`src/design/svr_pkg.sv`:
```
// Shared types, constants and the control program of the sumcheck round verifier.
`timescale 1ns / 1ps

package svr_pkg;

  localparam logic [30:0] FIELD_P = 31'h7FFF_FFFF;

  localparam int UC_DEPTH = 12;
  localparam int UC_AW    = $clog2(UC_DEPTH);

  typedef logic [UC_AW-1:0] uc_addr_t;

  typedef enum logic [1:0] {
    OP_CLAIM = 2'd0,
    OP_ROUND = 2'd1,
    OP_FINAL = 2'd2,
    OP_NOP   = 2'd3
  } opcode_t;

  typedef enum logic [1:0] {
    ST_OK    = 2'd0,
    ST_ROUND = 2'd1,
    ST_FINAL = 2'd2
  } status_t;

  // adder operand A
  typedef enum logic [1:0] {
    AA_A   = 2'd0,
    AA_ACC = 2'd1,
    AA_T   = 2'd2,
    AA_C1  = 2'd3
  } add_a_t;

  // adder operand B
  typedef enum logic [2:0] {
    AB_ZERO = 3'd0,
    AB_A    = 3'd1,
    AB_C2   = 3'd2,
    AB_T    = 3'd3,
    AB_M    = 3'd4
  } add_b_t;

  // adder destination
  typedef enum logic [1:0] {
    DST_NONE = 2'd0,
    DST_ACC  = 2'd1,
    DST_T    = 2'd2,
    DST_EXP  = 2'd3
  } dst_t;

  // multiplier operand, always times the challenge
  typedef enum logic [1:0] {
    MA_C1 = 2'd0,
    MA_C2 = 2'd1,
    MA_M  = 2'd2
  } mul_a_t;

  // value compared against the expected sum
  typedef enum logic {
    CMP_ACC = 1'b0,
    CMP_A   = 1'b1
  } cmp_t;

  typedef struct packed {
    add_a_t   add_a;
    add_b_t   add_b;
    dst_t     dst;
    logic     mul_en;
    mul_a_t   mul_a;
    logic     m_en;
    cmp_t     cmp_sel;
    logic     jne;
    uc_addr_t target;
    logic     done;
    status_t  status;
  } ctrl_t;

  localparam uc_addr_t UA_CLAIM  = UC_AW'(0);
  localparam uc_addr_t UA_ROUND  = UC_AW'(1);
  localparam uc_addr_t UA_RFAIL  = UC_AW'(8);
  localparam uc_addr_t UA_FINAL  = UC_AW'(9);
  localparam uc_addr_t UA_FFAIL  = UC_AW'(10);
  localparam uc_addr_t UA_NOP    = UC_AW'(11);

  function automatic uc_addr_t uc_entry(input opcode_t op);
    uc_addr_t a;
    case (op)
      OP_CLAIM: a = UA_CLAIM;
      OP_ROUND: a = UA_ROUND;
      OP_FINAL: a = UA_FINAL;
      default:  a = UA_NOP;
    endcase
    return a;
  endfunction

  localparam ctrl_t UC_IDLE = '{
    add_a: AA_A, add_b: AB_ZERO, dst: DST_NONE, mul_en: 1'b0, mul_a: MA_C1,
    m_en: 1'b0, cmp_sel: CMP_ACC, jne: 1'b0, target: UA_CLAIM, done: 1'b0,
    status: ST_OK
  };

  // Control program. The multiplier product is registered in prod_r at its issue
  // step; the step after that reduces it and loads the result into m.
  function automatic ctrl_t uc_word(input uc_addr_t a);
    ctrl_t w;
    w = UC_IDLE;
    case (a)
      // claim: expected = a
      UC_AW'(0): begin
        w.dst  = DST_EXP;
        w.done = 1'b1;
      end
      // round: prod = c1*r, acc = 2a
      UC_AW'(1): begin
        w.mul_en = 1'b1;
        w.mul_a  = MA_C1;
        w.add_b  = AB_A;
        w.dst    = DST_ACC;
      end
      // m = c1*r mod p, t = c1 + c2
      UC_AW'(2): begin
        w.m_en  = 1'b1;
        w.add_a = AA_C1;
        w.add_b = AB_C2;
        w.dst   = DST_T;
      end
      // prod = c2*r, acc = 2a + c1 + c2
      UC_AW'(3): begin
        w.mul_en = 1'b1;
        w.mul_a  = MA_C2;
        w.add_a  = AA_ACC;
        w.add_b  = AB_T;
        w.dst    = DST_ACC;
      end
      // check sum, t = a + c1*r, m = c2*r mod p
      UC_AW'(4): begin
        w.cmp_sel = CMP_ACC;
        w.jne     = 1'b1;
        w.target  = UA_RFAIL;
        w.m_en    = 1'b1;
        w.add_b   = AB_M;
        w.dst     = DST_T;
      end
      // prod = c2*r*r
      UC_AW'(5): begin
        w.mul_en = 1'b1;
        w.mul_a  = MA_M;
      end
      UC_AW'(6): begin
        w.m_en = 1'b1;
      end
      // expected = a + c1*r + c2*r^2
      UC_AW'(7): begin
        w.add_a = AA_T;
        w.add_b = AB_M;
        w.dst   = DST_EXP;
        w.done  = 1'b1;
      end
      UC_AW'(8): begin
        w.done   = 1'b1;
        w.status = ST_ROUND;
      end
      // final: compare a with expected
      UC_AW'(9): begin
        w.cmp_sel = CMP_A;
        w.jne     = 1'b1;
        w.target  = UA_FFAIL;
        w.done    = 1'b1;
      end
      UC_AW'(10): begin
        w.done   = 1'b1;
        w.status = ST_FINAL;
      end
      UC_AW'(11): begin
        w.done = 1'b1;
      end
      default: w = UC_IDLE;
    endcase
    return w;
  endfunction

endpackage

```
`src/design/svr_sequencer.sv`:
```
// Step counter and control-word fetch for the sumcheck round verifier.
`timescale 1ns / 1ps

module svr_sequencer (
  input  logic                clk,
  input  logic                rst_n,
  input  logic                start,
  input  svr_pkg::opcode_t    opcode,
  input  logic                ne,
  output svr_pkg::ctrl_t      ctrl,
  output logic                busy,
  output logic                fin
);

  svr_pkg::uc_addr_t pc_r, pc_nxt;
  logic              busy_r, busy_nxt;
  svr_pkg::ctrl_t    word;
  logic              take_jump;

  always_comb begin
    word      = svr_pkg::uc_word(pc_r);
    take_jump = busy_r & word.jne & ne;
    fin       = busy_r & word.done & ~take_jump;
    ctrl      = busy_r ? word : svr_pkg::UC_IDLE;
  end

  // next step
  always_comb begin
    pc_nxt   = pc_r;
    busy_nxt = busy_r;
    if (start) begin
      pc_nxt   = svr_pkg::uc_entry(opcode);
      busy_nxt = 1'b1;
    end else if (take_jump) begin
      pc_nxt = word.target;
    end else if (fin) begin
      busy_nxt = 1'b0;
    end else if (busy_r) begin
      pc_nxt = pc_r + svr_pkg::UC_AW'(1);
    end
  end

  always_ff @(posedge clk) begin
    if (!rst_n) begin
      pc_r   <= svr_pkg::UA_CLAIM;
      busy_r <= 1'b0;
    end else begin
      pc_r   <= pc_nxt;
      busy_r <= busy_nxt;
    end
  end

  assign busy = busy_r;

endmodule

```
`src/design/svr_datapath.sv`:
```
// Operand registers, modular adder, shared multiplier and reduction of the verifier.
`timescale 1ns / 1ps

module svr_datapath (
  input  logic             clk,
  input  logic             rst_n,
  input  logic             load,
  input  logic [30:0]      value_a,
  input  logic [30:0]      coeff_one,
  input  logic [30:0]      coeff_two,
  input  logic [30:0]      challenge,
  input  svr_pkg::ctrl_t   ctrl,
  input  logic             fin,
  output logic             ne,
  output logic [1:0]       status,
  output logic [30:0]      expected_out
);

  logic [30:0] a_r, c1_r, c2_r, r_r;
  logic [30:0] acc_r, t_r, m_r, exp_r, exp_nxt;
  logic [61:0] prod_r;
  logic [1:0]  status_r;
  logic [30:0] out_exp_r;

  logic [30:0] opa, opb, sum, mul_x, red, cmp_v;
  logic [31:0] raw, fold;

  function automatic logic [30:0] canon(input logic [30:0] x);
    return (x == svr_pkg::FIELD_P) ? 31'd0 : x;
  endfunction

  always_comb begin
    case (ctrl.add_a)
      svr_pkg::AA_A:   opa = a_r;
      svr_pkg::AA_ACC: opa = acc_r;
      svr_pkg::AA_T:   opa = t_r;
      svr_pkg::AA_C1:  opa = c1_r;
      default:         opa = a_r;
    endcase
    case (ctrl.add_b)
      svr_pkg::AB_ZERO: opb = 31'd0;
      svr_pkg::AB_A:    opb = a_r;
      svr_pkg::AB_C2:   opb = c2_r;
      svr_pkg::AB_T:    opb = t_r;
      svr_pkg::AB_M:    opb = m_r;
      default:          opb = 31'd0;
    endcase
    raw = {1'b0, opa} + {1'b0, opb};
    sum = (raw >= {1'b0, svr_pkg::FIELD_P}) ? 31'(raw - {1'b0, svr_pkg::FIELD_P})
                                            : raw[30:0];
  end

  always_comb begin
    case (ctrl.mul_a)
      svr_pkg::MA_C1: mul_x = c1_r;
      svr_pkg::MA_C2: mul_x = c2_r;
      svr_pkg::MA_M:  mul_x = m_r;
      default:        mul_x = c1_r;
    endcase
    // fold high half onto low half: 2^31 = 1 mod p
    fold = {1'b0, prod_r[61:31]} + {1'b0, prod_r[30:0]};
    red  = (fold >= {1'b0, svr_pkg::FIELD_P}) ? 31'(fold - {1'b0, svr_pkg::FIELD_P})
                                              : fold[30:0];
  end

  always_comb begin
    cmp_v   = (ctrl.cmp_sel == svr_pkg::CMP_A) ? a_r : acc_r;
    ne      = (cmp_v != exp_r);
    exp_nxt = (ctrl.dst == svr_pkg::DST_EXP) ? sum : exp_r;
  end

  always_ff @(posedge clk) begin
    if (load) begin
      a_r  <= canon(value_a);
      c1_r <= canon(coeff_one);
      c2_r <= canon(coeff_two);
      r_r  <= canon(challenge);
    end
    if (ctrl.dst == svr_pkg::DST_ACC) acc_r <= sum;
    if (ctrl.dst == svr_pkg::DST_T)   t_r   <= sum;
    if (ctrl.mul_en) prod_r <= 62'(mul_x) * 62'(r_r);
    if (ctrl.m_en)   m_r    <= red;
    if (fin) begin
      status_r  <= ctrl.status;
      out_exp_r <= exp_nxt;
    end
  end

  always_ff @(posedge clk) begin
    if (!rst_n) begin
      exp_r <= 31'd0;
    end else begin
      exp_r <= exp_nxt;
    end
  end

  assign status       = status_r;
  assign expected_out = out_exp_r;

endmodule

```
`src/design/sumcheck_verifier_round.sv`:
```
// Each opcode starts its own control program on input transfer; out_valid rises
// when that program finishes, and a round that fails its check jumps to its fail step.
// The single control program and the shared 31x31 multiplier serve one item at a
// time: no new item is taken while the sequencer is busy.
// Reset (rst_n low, synchronous): sequencer idle, no result pending, expected sum 0.
`timescale 1ns / 1ps

module sumcheck_verifier_round (
  input  logic        clk,
  input  logic        rst_n,
  input  logic        in_valid,
  output logic        in_stall,
  input  logic [1:0]  in_opcode,
  input  logic [30:0] in_value_a,
  input  logic [30:0] in_coeff_one,
  input  logic [30:0] in_coeff_two,
  input  logic [30:0] in_challenge,
  output logic        out_valid,
  input  logic        out_stall,
  output logic [1:0]  out_status,
  output logic [30:0] out_expected_out
);

  svr_pkg::ctrl_t ctrl;
  logic           busy, fin, ne, start;
  logic           out_valid_r, out_valid_nxt;

  // Take a new item once the program is idle and the result slot is free or
  // emptying in this cycle.
  assign in_stall = busy | (out_valid_r & out_stall);
  assign start    = in_valid & ~in_stall;

  svr_sequencer u_seq (
    .clk    (clk),
    .rst_n  (rst_n),
    .start  (start),
    .opcode (svr_pkg::opcode_t'(in_opcode)),
    .ne     (ne),
    .ctrl   (ctrl),
    .busy   (busy),
    .fin    (fin)
  );

  svr_datapath u_dp (
    .clk          (clk),
    .rst_n        (rst_n),
    .load         (start),
    .value_a      (in_value_a),
    .coeff_one    (in_coeff_one),
    .coeff_two    (in_coeff_two),
    .challenge    (in_challenge),
    .ctrl         (ctrl),
    .fin          (fin),
    .ne           (ne),
    .status       (out_status),
    .expected_out (out_expected_out)
  );

  // Raise valid when the program finishes; drop it after the transfer.
  always_comb begin
    out_valid_nxt = out_valid_r;
    if (fin) begin
      out_valid_nxt = 1'b1;
    end else if (out_valid_r && !out_stall) begin
      out_valid_nxt = 1'b0;
    end
  end

  always_ff @(posedge clk) begin
    if (!rst_n) begin
      out_valid_r <= 1'b0;
    end else begin
      out_valid_r <= out_valid_nxt;
    end
  end

  assign out_valid = out_valid_r;

endmodule

```
`config.mk`:
```
export PLATFORM = sky130hd
export DESIGN_NAME = sumcheck_verifier_round
export DESIGN_NICKNAME = d
export VERILOG_FILES = /design/src/design/svr_pkg.sv /design/src/design/svr_sequencer.sv /design/src/design/svr_datapath.sv /design/src/design/sumcheck_verifier_round.sv
export SDC_FILE = /design/constraint.sdc
export NUM_CORES = 2
export LEC_CHECK = 0
export BUFFER_PORTS_ARGS = -buffer_cell sky130_fd_sc_hd__buf_2
export CORE_MARGIN = 2
export CORE_UTILIZATION = 63
export DETAILED_ROUTE_END_ITERATION = 7
export PLACE_DENSITY = 0.89
export SLEW_MARGIN = 10
export SYNTH_ARGS = -nofsm -noshare
export SYNTH_HDL_FRONTEND = slang
export SYNTH_SLANG_ARGS = --single-unit
```
`constraint.sdc`:
```
create_clock -name clk -period 11.8 [get_ports clk]
set_input_delay 2.36 -clock clk [delete_from_list [all_inputs] [get_ports clk]]
set_output_delay 2.36 -clock clk [all_outputs]
set_load 0.05 [all_outputs]
```
==> out/qor.yml <==
outcome:
  status: "completed"
synthesis:
  syn_area_um2: 51630
  synth_edf_count: 312
  synthCells: 5434
  synth_seq_area_share_pct: 19.58
  async_flop_share_pct: 0
  yosysWarnings: 0
  synth_top_cell_by_area: "fa_1"
  synthTopCellsByArea: "fa_1, edfxtp_1, ha_1"
  synth_area_per_cell_um2: 9.502
  synth_ff_type: "edfxtp_1"
  ys_ff_latch: 349
  synth_top_area_share_pct: 32.53
  yosysUniqueCellTypes: 89
  synth_fp_nets: 6728
critical_path:
  critPathSlowestCell: "ha_2"
  crit_top_cell: "fa_1"
  cp_max_fo: 31
  worstSetupPathDepth: 33
  startpoint_type: "flop"
  required_ps: 12100
  path_class: "flop to flop"
  reg2regPathDepth: 33
  critical_path.top_delay_family: "adder cells"
  max_stage_delay_ps: 700
  cp_num_buf_inv: 8
  cp-end-kind: "flop"
  arrival_ps: 11150
timing:
  max_freq_mhz: 92.20
  slew_violations: 0
  worst_slew_pin_slew_ps: 1315
  rsz0062_at_grt: "no"
  maxSlewHeadroom_pct: 12.36
  hold_viol_final: 0
  fin_crit_sh_pct: 91.92
  fin_crit_ps: 10850
  totalNegativeSetupSlack_ps: 0
  setup_viol: 0
  clock_skew_ps: 40.30
clock_network:
  numCtsBuffers: 38
  cts_sinks: 349
  clkTransAtPathRegs_ps: 60
  cts_root_buf: "clkbuf_16"
  cts.hold.buffers_added: 0
  clockBufferDepth: 3
  cts_resized: 0
  cts_tree: "built"
  clk_latency_ps: 610
  htree_levels: 2
  post_cts_buffers: 0
die:
  rows: 104
  core_area_um2: 80810
  die_h_um: 290.3
  io_pins: 165
  fp.dieArea_um2: 84260
  initial_core_util_pct: 63.90
  die_w_um: 290.3
final_layout:
  final_common_cell: "inv_1"
  fill_cells: 5770
  layout-drive-gt1-share_pct: 7.505
  nets: 6729
  multi_input_area_um2: 37190
  final_cell_mix: "inv_1, fa_1, and2_1, nand2_1, ha_1"
  synthToLayoutAreaGrowth_pct: 6.107
  ff_latch_area_um2: 10110
drt:
  avgViaCountPerCell: 6.327
  totalWireLength_um: 151200
  drtIter0Drc: 4820
  route.vias.total: 41280
  wire_per_inst_um: 23.17
  drc_errors: 0
  drtAntennaViolNets: 0
  dr.pass1.iters: 7
global_routing:
  grt_max_degree: 86
  overflow: 0
  grt_pass1_wl_um: 236500
  track_usage_pct: 36.18
  antenna_found_initial: 12
  grt_pass1_vias: 43220
placed_design:
  place_hpwl_um: 118700
  portBuffers: 164
  gp_congestion: 1.041
min_path:
  hold_depth: 2
  hold_class: "flop to flop"
flow_run:
  cap_violations: 0
final timing paths:
kind / startpoint / end / slack [ps]
worst max-delay path: u_seq.pc_r[0]$_SDFFE_PN0P_ / u_dp.prod_r[61]$_DFFE_PP_ / 950
worst max register to register: u_seq.pc_r[0]$_SDFFE_PN0P_ / u_dp.prod_r[61]$_DFFE_PP_ / 950
worst min-delay path: u_dp.exp_r[18]$_SDFF_PN0_ / u_dp.exp_r[18]$_SDFF_PN0_ / 510
worst min register to register: u_dp.exp_r[18]$_SDFF_PN0_ / u_dp.exp_r[18]$_SDFF_PN0_ / 510
per-stage QoR:
stage / worst slack, ps / hold WS, ps / cells / util, % / cell area, um2
global placement: 1758 / 481.9 / 6454 / 66.27 / 53560
finish: 953.7 / 506.6 / 6525 / 67.80 / 54790
CTS: 1195 / 502.1 / 6522 / 67.77 / 54770
floorplan: 2472 / 470.8 / 5434 / - / 51630
global route: 584.3 / 518.2 / 6523 / 67.79 / 54780
detailed placement: 1344 / 493.4 / 6454 / 66.27 / 53560
worst min-delay path, stage by stage (launching register included):
cell     delay (ps)
dfxtp_1         320
nand2_1          70
a21oi_1          60
cells in the mapped netlist, drive strengths merged (92+ instances only):
cell type and instances:
a21oi 179, a22oi 92, and2 649, clkbuf 289
edfxtp 312, fa 839, ha 325, inv 884
nand2 628, nor2 137, o21ai 138, xnor2 121
flip-flops by register name, indices dropped and copies added (netlist names), 4 cells and up:
register           flops
u_dp.prod_r           62
u_dp.a_r              31
u_dp.acc_r            31
u_dp.c1_r             31
u_dp.c2_r             31
u_dp.exp_r            31
u_dp.expected_out     31
u_dp.m_r              31
u_dp.r_r              31
u_dp.t_r              31
u_seq.pc_r             4
logic make-up (layout without fill, tap and decap cells):
| kind of cell | after synthesis | after routing | share of synthesized area [%] |
|---|---|---|---|
| DFF | 349 | 349 | 19.58 |
| xor gates and xnor gates | 175 | 175 | 2.968 |
| and+or+nand+nor | 1742 | 1742 | 17.37 |
| muxes | 57 | 57 | 1.117 |
| other | 0 | 2 | 0 |
| buffers and inverters | 1194 | 1223 | 8.714 |
| AOI/OAI and AO/OA | 753 | 753 | 9.841 |
| adders and majority gates | 1164 | 1164 | 40.41 |
per-layer routing:
metal	global-route usage, %	share of wire [%]	vias up
met5	0	0.073	-
met4	22.95	7.7	18
met3	9.116	13	741
li1	-	-	17470
met2	57.33	46	2875
met1	44.52	34	20180
final cells by class:
class | instances | share of cell area [%]
tap | 1060 | 2.421
inverter | 885 | 6.068
timing repair buffer | 270 | 2.964
sequential | 349 | 18.45
antenna | 2 | 0.009135
clock inverter | 25 | 0.4225
multi-input combinational | 3891 | 67.87
clock buffer | 43 | 1.788
Power is left out: the tool's default activity adds up to more than one toggle a clock period on the data nets, which glitch-free logic cannot reach.
